### config.mk
export PLATFORM = sky130hd
export DESIGN_NAME = serial_command_frame_parser_core
export DESIGN_NICKNAME = d
export VERILOG_FILES = /design/src/hdl/scfp_pkg.sv /design/src/hdl/scfp_parser.sv /design/src/hdl/serial_command_frame_parser_core.sv
export SDC_FILE = /design/constraint.sdc
export NUM_CORES = 1
export LEC_CHECK = 0
export ABC_AREA = 1
export BUFFER_PORTS_ARGS = -buffer_cell sky130_fd_sc_hd__buf_4
export CAP_MARGIN = 20
export CORE_UTILIZATION = 45
export DETAILED_ROUTE_END_ITERATION = 8
export PLACE_DENSITY = 0.65
export SYNTH_ARGS = -nofsm -noshare
export SYNTH_HDL_FRONTEND = slang
export SYNTH_SLANG_ARGS = --single-unit
export TNS_END_PERCENT = 1
### constraint.sdc
create_clock -name clk -period 6.3 [get_ports clk]
set_clock_uncertainty 0.1 [all_clocks]
set_input_delay 1.89 -clock clk [delete_from_list [all_inputs] [get_ports clk]]
set_output_delay 1.89 -clock clk [all_outputs]
set_load 0.02 [all_outputs]
### src/hdl/scfp_pkg.sv
`timescale 1ns / 1ps
`default_nettype none
// ----------------------------------------------------------------------------
// scfp_pkg
// Types and constants shared by the serial command frame parser modules.
// ----------------------------------------------------------------------------
package scfp_pkg;

  // Longest accepted length field (id + command + data bytes)
  localparam int unsigned MAX_FRAME_LENGTH = 64;
  localparam int unsigned MIN_FRAME_LENGTH = 2;

  localparam int unsigned BYTE_W   = 8;
  localparam int unsigned INDEX_W  = 6;
  localparam int unsigned LENGTH_W = 7;
  localparam int unsigned ERROR_W  = 2;
  localparam int unsigned CFG_IDX_W = 1;

  localparam logic [BYTE_W-1:0] CHECKSUM_GOOD = 8'hFF;

  // Configuration register indexes and reset values
  localparam logic [CFG_IDX_W-1:0] REG_START_MARKER = 1'b0;
  localparam logic [CFG_IDX_W-1:0] REG_END_MARKER   = 1'b1;
  localparam logic [BYTE_W-1:0] START_MARKER_RESET = 8'h02;
  localparam logic [BYTE_W-1:0] END_MARKER_RESET   = 8'h03;

  // Result kinds
  localparam logic KIND_DATA     = 1'b0;
  localparam logic KIND_COMPLETE = 1'b1;

  // Frame error codes, latest one wins
  localparam logic [ERROR_W-1:0] ERR_NONE     = 2'd0;
  localparam logic [ERROR_W-1:0] ERR_OVERRUN  = 2'd1;
  localparam logic [ERROR_W-1:0] ERR_CHECKSUM = 2'd2;
  localparam logic [ERROR_W-1:0] ERR_END      = 2'd3;

  // One result word
  typedef struct packed {
    logic                result_kind;
    logic [INDEX_W-1:0]  data_index;
    logic [BYTE_W-1:0]   data_byte;
    logic [BYTE_W-1:0]   message_id;
    logic [BYTE_W-1:0]   command_code;
    logic [LENGTH_W-1:0] frame_length;
    logic [ERROR_W-1:0]  error_code;
    logic [BYTE_W-1:0]   bad_end_byte;
  } scfp_result_t;

endpackage
`default_nettype wire

### src/hdl/scfp_parser.sv
`timescale 1ns / 1ps
`default_nettype none
// ----------------------------------------------------------------------------
// scfp_parser
// Frame phase machine: consumes one byte per step and forms the result word.
// ----------------------------------------------------------------------------
module scfp_parser (
  input  wire logic                        clk,
  input  wire logic                        rst_n,
  input  wire logic                        step,
  input  wire logic [scfp_pkg::BYTE_W-1:0] rx_byte,
  input  wire logic [scfp_pkg::BYTE_W-1:0] start_marker,
  input  wire logic [scfp_pkg::BYTE_W-1:0] end_marker,
  output logic                             res_valid,
  output scfp_pkg::scfp_result_t           res
);
  import scfp_pkg::*;

  typedef enum logic [6:0] {
    PH_START  = 7'b0000001,
    PH_LENGTH = 7'b0000010,
    PH_ID     = 7'b0000100,
    PH_CMD    = 7'b0001000,
    PH_DATA   = 7'b0010000,
    PH_SUM    = 7'b0100000,
    PH_END    = 7'b1000000
  } phase_t;

  localparam logic [BYTE_W-1:0]   MAX_LEN_B = BYTE_W'(MAX_FRAME_LENGTH);
  localparam logic [BYTE_W-1:0]   MIN_LEN_B = BYTE_W'(MIN_FRAME_LENGTH);
  localparam logic [LENGTH_W-1:0] MIN_LEN   = LENGTH_W'(MIN_FRAME_LENGTH);

  phase_t              phase_r, phase_nxt;
  logic [LENGTH_W-1:0] length_r, length_nxt;
  logic [INDEX_W-1:0]  count_r, count_nxt;
  logic [BYTE_W-1:0]   id_r, id_nxt;
  logic [BYTE_W-1:0]   cmd_r, cmd_nxt;
  logic [BYTE_W-1:0]   sum_r, sum_nxt;
  logic [ERROR_W-1:0]  err_r, err_nxt;

  logic [BYTE_W-1:0]   sum_add;
  logic [LENGTH_W-1:0] count_inc;
  logic [LENGTH_W-1:0] data_len;
  logic                end_bad;

  assign sum_add   = sum_r + rx_byte;
  assign count_inc = {1'b0, count_r} + LENGTH_W'(1);
  assign data_len  = length_r - MIN_LEN;
  assign end_bad   = (rx_byte != end_marker);

  // Next state
  always_comb begin
    phase_nxt  = phase_r;
    length_nxt = length_r;
    count_nxt  = count_r;
    id_nxt     = id_r;
    cmd_nxt    = cmd_r;
    sum_nxt    = sum_r;
    err_nxt    = err_r;
    unique case (phase_r)
      PH_START: begin
        if (rx_byte == start_marker) begin
          err_nxt   = ERR_NONE;
          phase_nxt = PH_LENGTH;
        end
      end
      PH_LENGTH: begin
        if (rx_byte > MAX_LEN_B) begin
          length_nxt = LENGTH_W'(MAX_FRAME_LENGTH);
          err_nxt    = ERR_OVERRUN;
        end else if (rx_byte < MIN_LEN_B) begin
          length_nxt = MIN_LEN;
        end else begin
          length_nxt = rx_byte[LENGTH_W-1:0];
        end
        phase_nxt = PH_ID;
      end
      PH_ID: begin
        id_nxt    = rx_byte;
        sum_nxt   = rx_byte;
        phase_nxt = PH_CMD;
      end
      PH_CMD: begin
        cmd_nxt   = rx_byte;
        sum_nxt   = sum_add;
        count_nxt = '0;
        phase_nxt = (length_r <= MIN_LEN) ? PH_SUM : PH_DATA;
      end
      PH_DATA: begin
        sum_nxt = sum_add;
        if (count_inc >= data_len) begin
          count_nxt = '0;
          phase_nxt = PH_SUM;
        end else begin
          count_nxt = count_inc[INDEX_W-1:0];
        end
      end
      PH_SUM: begin
        sum_nxt = sum_add;
        if (sum_add != CHECKSUM_GOOD) err_nxt = ERR_CHECKSUM;
        phase_nxt = PH_END;
      end
      PH_END: begin
        if (end_bad) err_nxt = ERR_END;
        phase_nxt = PH_START;
      end
      default: phase_nxt = PH_START;
    endcase
  end

  // Result word for the byte in hand
  always_comb begin
    res       = '0;
    res_valid = 1'b0;
    if (phase_r == PH_DATA) begin
      res_valid       = 1'b1;
      res.result_kind = KIND_DATA;
      res.data_index  = count_r;
      res.data_byte   = rx_byte;
    end else if (phase_r == PH_END) begin
      res_valid        = 1'b1;
      res.result_kind  = KIND_COMPLETE;
      res.message_id   = id_r;
      res.command_code = cmd_r;
      res.frame_length = length_r;
      res.error_code   = end_bad ? ERR_END : err_r;
      res.bad_end_byte = end_bad ? rx_byte : '0;
    end
  end

  // State registers, advanced once per consumed byte
  always_ff @(posedge clk) begin
    if (!rst_n) begin
      phase_r  <= PH_START;
      length_r <= '0;
      count_r  <= '0;
      id_r     <= '0;
      cmd_r    <= '0;
      sum_r    <= '0;
      err_r    <= ERR_NONE;
    end else if (step) begin
      phase_r  <= phase_nxt;
      length_r <= length_nxt;
      count_r  <= count_nxt;
      id_r     <= id_nxt;
      cmd_r    <= cmd_nxt;
      sum_r    <= sum_nxt;
      err_r    <= err_nxt;
    end
  end

endmodule
`default_nettype wire

### src/hdl/serial_command_frame_parser_core.sv
`timescale 1ns / 1ps
`default_nettype none
// ----------------------------------------------------------------------------
// serial_command_frame_parser_core
// Parses start/length/id/command/data/checksum/end frames from a byte stream.
// ----------------------------------------------------------------------------
//  channel | direction | handshake            | payload
//  in_     | input     | in_valid / in_ready  | in_rx_byte
//  out_    | output    | out_valid/out_ready  | kind, index, data, id, cmd, ...
//  cfg_    | input     | cfg_wr_en            | cfg_index, cfg_wdata
//
//  One word per cycle while the output is not stalled; a byte is held in the input
//  register and its result is loaded into the output register when it is consumed.
//  The phase machine and the 8-bit checksum add set the single-cycle path.
//  Reset is synchronous; it empties both registers and returns to start hunt.
//  A stalled output only holds bytes that would produce a result.
// ----------------------------------------------------------------------------
module serial_command_frame_parser_core (
  input  wire logic                           clk,
  input  wire logic                           rst_n,
  // byte input
  input  wire logic                           in_valid,
  output logic                                in_ready,
  input  wire logic [scfp_pkg::BYTE_W-1:0]    in_rx_byte,
  // result output
  output logic                                out_valid,
  input  wire logic                           out_ready,
  output logic                                out_result_kind,
  output logic [scfp_pkg::INDEX_W-1:0]        out_data_index,
  output logic [scfp_pkg::BYTE_W-1:0]         out_data_byte,
  output logic [scfp_pkg::BYTE_W-1:0]         out_message_id,
  output logic [scfp_pkg::BYTE_W-1:0]         out_command_code,
  output logic [scfp_pkg::LENGTH_W-1:0]       out_frame_length,
  output logic [scfp_pkg::ERROR_W-1:0]        out_error_code,
  output logic [scfp_pkg::BYTE_W-1:0]         out_bad_end_byte,
  // configuration
  input  wire logic                           cfg_wr_en,
  input  wire logic [scfp_pkg::CFG_IDX_W-1:0] cfg_index,
  input  wire logic [scfp_pkg::BYTE_W-1:0]    cfg_wdata
);
  import scfp_pkg::*;

  logic [BYTE_W-1:0] start_marker_r;
  logic [BYTE_W-1:0] end_marker_r;
  logic              in_valid_r;
  logic [BYTE_W-1:0] in_byte_r;
  logic              out_valid_r;
  scfp_result_t      out_r;

  logic              step;
  logic              res_valid;
  scfp_result_t      res;

  // Configuration registers
  always_ff @(posedge clk) begin
    if (!rst_n) begin
      start_marker_r <= START_MARKER_RESET;
      end_marker_r   <= END_MARKER_RESET;
    end else if (cfg_wr_en) begin
      unique case (cfg_index)
        REG_START_MARKER: start_marker_r <= cfg_wdata;
        REG_END_MARKER:   end_marker_r   <= cfg_wdata;
        default: ;
      endcase
    end
  end

  // Consume the held byte unless it makes a result with nowhere to go
  assign step     = in_valid_r && (!res_valid || !out_valid_r || out_ready);
  assign in_ready = !in_valid_r || step;

  // Input register
  always_ff @(posedge clk) begin
    if (!rst_n) begin
      in_valid_r <= 1'b0;
    end else if (in_valid && in_ready) begin
      in_valid_r <= 1'b1;
    end else if (step) begin
      in_valid_r <= 1'b0;
    end
  end

  always_ff @(posedge clk) begin
    if (in_valid && in_ready) in_byte_r <= in_rx_byte;
  end

  scfp_parser u_parser (
    .clk          (clk),
    .rst_n        (rst_n),
    .step         (step),
    .rx_byte      (in_byte_r),
    .start_marker (start_marker_r),
    .end_marker   (end_marker_r),
    .res_valid    (res_valid),
    .res          (res)
  );

  // Output register
  always_ff @(posedge clk) begin
    if (!rst_n) begin
      out_valid_r <= 1'b0;
    end else if (step && res_valid) begin
      out_valid_r <= 1'b1;
    end else if (out_ready) begin
      out_valid_r <= 1'b0;
    end
  end

  always_ff @(posedge clk) begin
    if (step && res_valid) out_r <= res;
  end

  assign out_valid        = out_valid_r;
  assign out_result_kind  = out_r.result_kind;
  assign out_data_index   = out_r.data_index;
  assign out_data_byte    = out_r.data_byte;
  assign out_message_id   = out_r.message_id;
  assign out_command_code = out_r.command_code;
  assign out_frame_length = out_r.frame_length;
  assign out_error_code   = out_r.error_code;
  assign out_bad_end_byte = out_r.bad_end_byte;

endmodule
`default_nettype wire
==> summary.md <==
| Metric | Value |
|---|---|
| Hold_buf cts | `0` |
| R2R setup slack | `3.80 ns` |
| Vias post-DR | `4537` |
| Distinct cell type count after synthesis | `37` |
| # diodes | `0` |
| H-tree levels | `4` |
| Post-Synthesis Cells | `664` |
| WP buf/inv | `2` |
| Seq cells post-synth | `120` |
| Vias in the first global route | `4286` |
| CP startpoint kind | `input pin` |
| Later-pin clock latency in the skew report | `0.41 ns` |
| Leak | `3.03 nW` |
| PD cells | `about 280 nW/um^2` |
| Max VDD drop | `0.000124 V` |
| Fillers | `around 1100` |
| Die ar. | `about 13000 sq um` |
| HP Class | `register to register` |
| R2r worst-path depth | `6` |
| Num CTS Buffers | `17` |
| Sequential area share after synthesis | `52.6%` |
| Top_reg_cell synth | `dfxtp_1` |
| Critical path arrival | `2.69 ns` |
| Adder-Cell Fraction of Synth Area | `under 10%` |
| Register area | `between 2000 and 3000 sq um` |
| Pins Over Slew Limit | `0` |
| DP Wirelength | `just under 9000 um` |
| Total grt overflow | `0` |
| CTS tree | `yes` |
| FFs w/ async S/R, synth | `0%` |
| Number of max-cap violations | `0` |
| Placed Area | `6300 sq um` |
| Post CTS Setup Buffer Count | `0` |
| Antenna violations before repair | `0` |
| Row count | `40` |
| Synth warn | `0` |
| GP Congestion | `0.878` |
| Root Driver | `clkbuf_16` |
| Crit-path leading delay family | `simple AND/OR/NAND/NOR gates` |
| Critical Path End Type | `output pin` |
| Fraction of layout cells with a size suffix above 1 | `18.0%` |
| Gr usage total | `20.8%` |
| Worst-path clk slew | `~0.05 ns` |
| Critical Path, Cell by Cell | `buf_4 > nor2_1 > nand3_1 > buf_4` |
| Hold Crit Endpoint | `u_parser.cmd_r[0]` |
| Area occupied by multi-input gates | `2260 sq um` |
| Core area | `12100 sq um` |
| Post-Syn Nets | `703` |
| Die width | `114 um` |
| Synth Area in Compound Gates | `between 10% and 20%` |
| Post-Syn Area per Cell | `8.49 sq um` |
| Worst EP required | `4.31 ns` |
| Largest net degree at the start of global routing | `50` |
| Wire length of the first global-routing pass | `20600 um` |
| Drt first pass iters | `5` |
| Hold-critical path depth | `2` |
| Number of enable flip-flop cells after synthesis | `56` |
| Clk buf depth | `2` |
| Mux cell area share after synthesis | `0%` |
| CTS resizes | `0` |
| Post-Synth XOR/XNOR Area | `under 10%` |
| Top post-synthesis cells by count | `nand2_1, nor2_1, inv_1, dfxtp_1, edfxtp_1` |
| Post-synth top area cell | `edfxtp_1` |
| Critical path type | `input pin to output pin` |
| Worst Path Max Fanout | `4` |
| Largest family of logic cells by synthesized area | `simple AND/OR/NAND/NOR gates` |
| Vias per inst | `4.94` |
| Synthesized area | `5640 sq um` |
| Worst r2r src | `u_parser.phase_r[5]` |
| Worst path slowest cell | `nor2_1` |
| Count leader, synth | `nand2_1` |
| Final hold vios | `0` |
| R2R Path End | `out_data_byte[4]` |
| Post-Synth Simple-Gate Area | `23.1%` |
| Initial Util | `a little under half` |
| Slew HR | `33.9%` |
| Nets | `776` |
| TNS Setup | `0 ns` |
| Max Clock Freq | `214 MHz` |
| CP Launch Point | `out_ready` |
| Crit path time final | `4.68 ns` |
| Post-Layout Inst Area | `6910 sq um` |
| Die H | `114 um` |
| Yosys top cell area share | `29.8%` |
| Final setup viols | `0` |
| Area growth syn-to-layout | `22.7%` |
| WL/cell | `13.7 um` |
| Most common cell on crit path | `buf_4` |
| Num Clock Sinks | `120` |
| Post-route ant nets | `0` |
| Final core occ | `57.1%` |
| Tcrit/Tclk final | `74.2%` |
| Synth area leaders | `edfxtp_1, dfxtp_1, nand2_1` |
| DRC | `0` |
| Worst-margin pin slew | `~1 ns` |
| IO Pins | `72` |
| I/O Buffers | `71` |
| Routed Wire Length | `12600 um` |
| RSZ-0062 raised after global routing | `no` |
| Slowest Stage Delay on Critical Path | `0.31 ns` |
| Status | `complete, no violations` |
| Starting DRT DRC Count | `322` |
| Worst Min Path Start | `u_parser.cmd_r[0]` |
-- where the power goes --
group | internal (mW) | switching (mW) | leakage, nW
clock network | 0.661 | 0.339 | 0.302
registers | 0.821 | 0.0147 | 1.15
logic | 0.0299 | 0.0433 | 1.58
-- worst reg2reg max path, delay by kind of cell (launching register included) --
kind | cells | cell delay [ns]
buf+inv | 2 | 0.79
compound gates | 2 | 0.54
flops | 1 | 0.41
simple gates | 2 | 0.22
-- kinds of logic (layout without fill, tap and decap cells) --
family                   after synthesis  in the layout
buffers and inverters                104            190
AND/OR/NAND/NOR                      300            300
XOR/XNOR                              20             20
flip-flops                           120            120
adder cells (fa/ha/maj)               17             17
AO/OA/AOI/OAI                        103            103
-- layout make-up --
type / instances / area share [%]
multi-input cells: 440 / 32.8
flip-flops and latches: 120 / 42.9
clock buffers: 20 / 6.32
inverters: 87 / 4.80
clock inverters: 12 / 2.53
repair buffers: 71 / 7.71
well taps: 168 / 3.04
-- per-stage QoR --
step	total power, mW	std cells	worst slack, ns	hold slack (ns)
after floorplan	0.896	664	1.87	0.330
after global placement	0.922	886	1.67	0.342
after detailed placement	0.925	886	1.60	0.346
after CTS	1.92	918	1.60	0.354
after global routing	1.97	918	1.48	0.370
final	1.91	918	1.62	0.354
-- worst max-delay path by stage --
stage	endpoint	slack [ns]	cells after the start
floorplan	in_ready	1.87	2
global placement	in_ready	1.67	4
detailed placement	in_ready	1.60	4
CTS	in_ready	1.60	4
global route	in_ready	1.48	4
finish	in_ready	1.62	4
-- flip-flops by register name, summed over array words and instances (netlist names), 2 cells and up --
register           count
out_frame_length       7
u_parser.sum_r         8
end_marker_r           8
u_parser.phase_r       7
out_data_index         6
out_message_id         8
in_byte_r              8
out_data_byte          8
u_parser.length_r      7
start_marker_r         8
u_parser.err_r         2
u_parser.id_r          8
out_bad_end_byte       8
out_error_code         2
out_command_code       8
u_parser.cmd_r         8
u_parser.count_r       6
-- layout by cell type (no fill, tap or decap), types with 3 or more instances in the layout --
cell	n
clkbuf_1	3
nand2_1	122
xor2_1	6
bufinv_16	4
clkbuf_16	17
dfxtp_1	64
buf_4	71
nor2_2	6
inv_2	8
edfxtp_1	56
clkinv_4	3
clkinv_2	4
o21ai_1	8
xnor2_1	14
o21ai_0	37
ha_1	16
nand2_2	5
a21oi_1	48
nand2_4	4
inv_1	76
nand3_1	23
a21oi_2	3
nor3_1	3
nor2_1	113
nand4_1	18
-- layer usage --
metal | up-vias | global-route usage [%] | part of all wire, % | wire [um]
li1 | 2310 | - | - | -
met1 | 2072 | 25.9 | 44 | 5520
met2 | 128 | 33.1 | 48 | 6080
met3 | 27 | 5.26 | 5.0 | 622
met4 | 0 | 11.8 | 2.7 | 334
met5 | - | 0 | 0 | 0
Note: power is estimated with default switching activity, not from simulation.
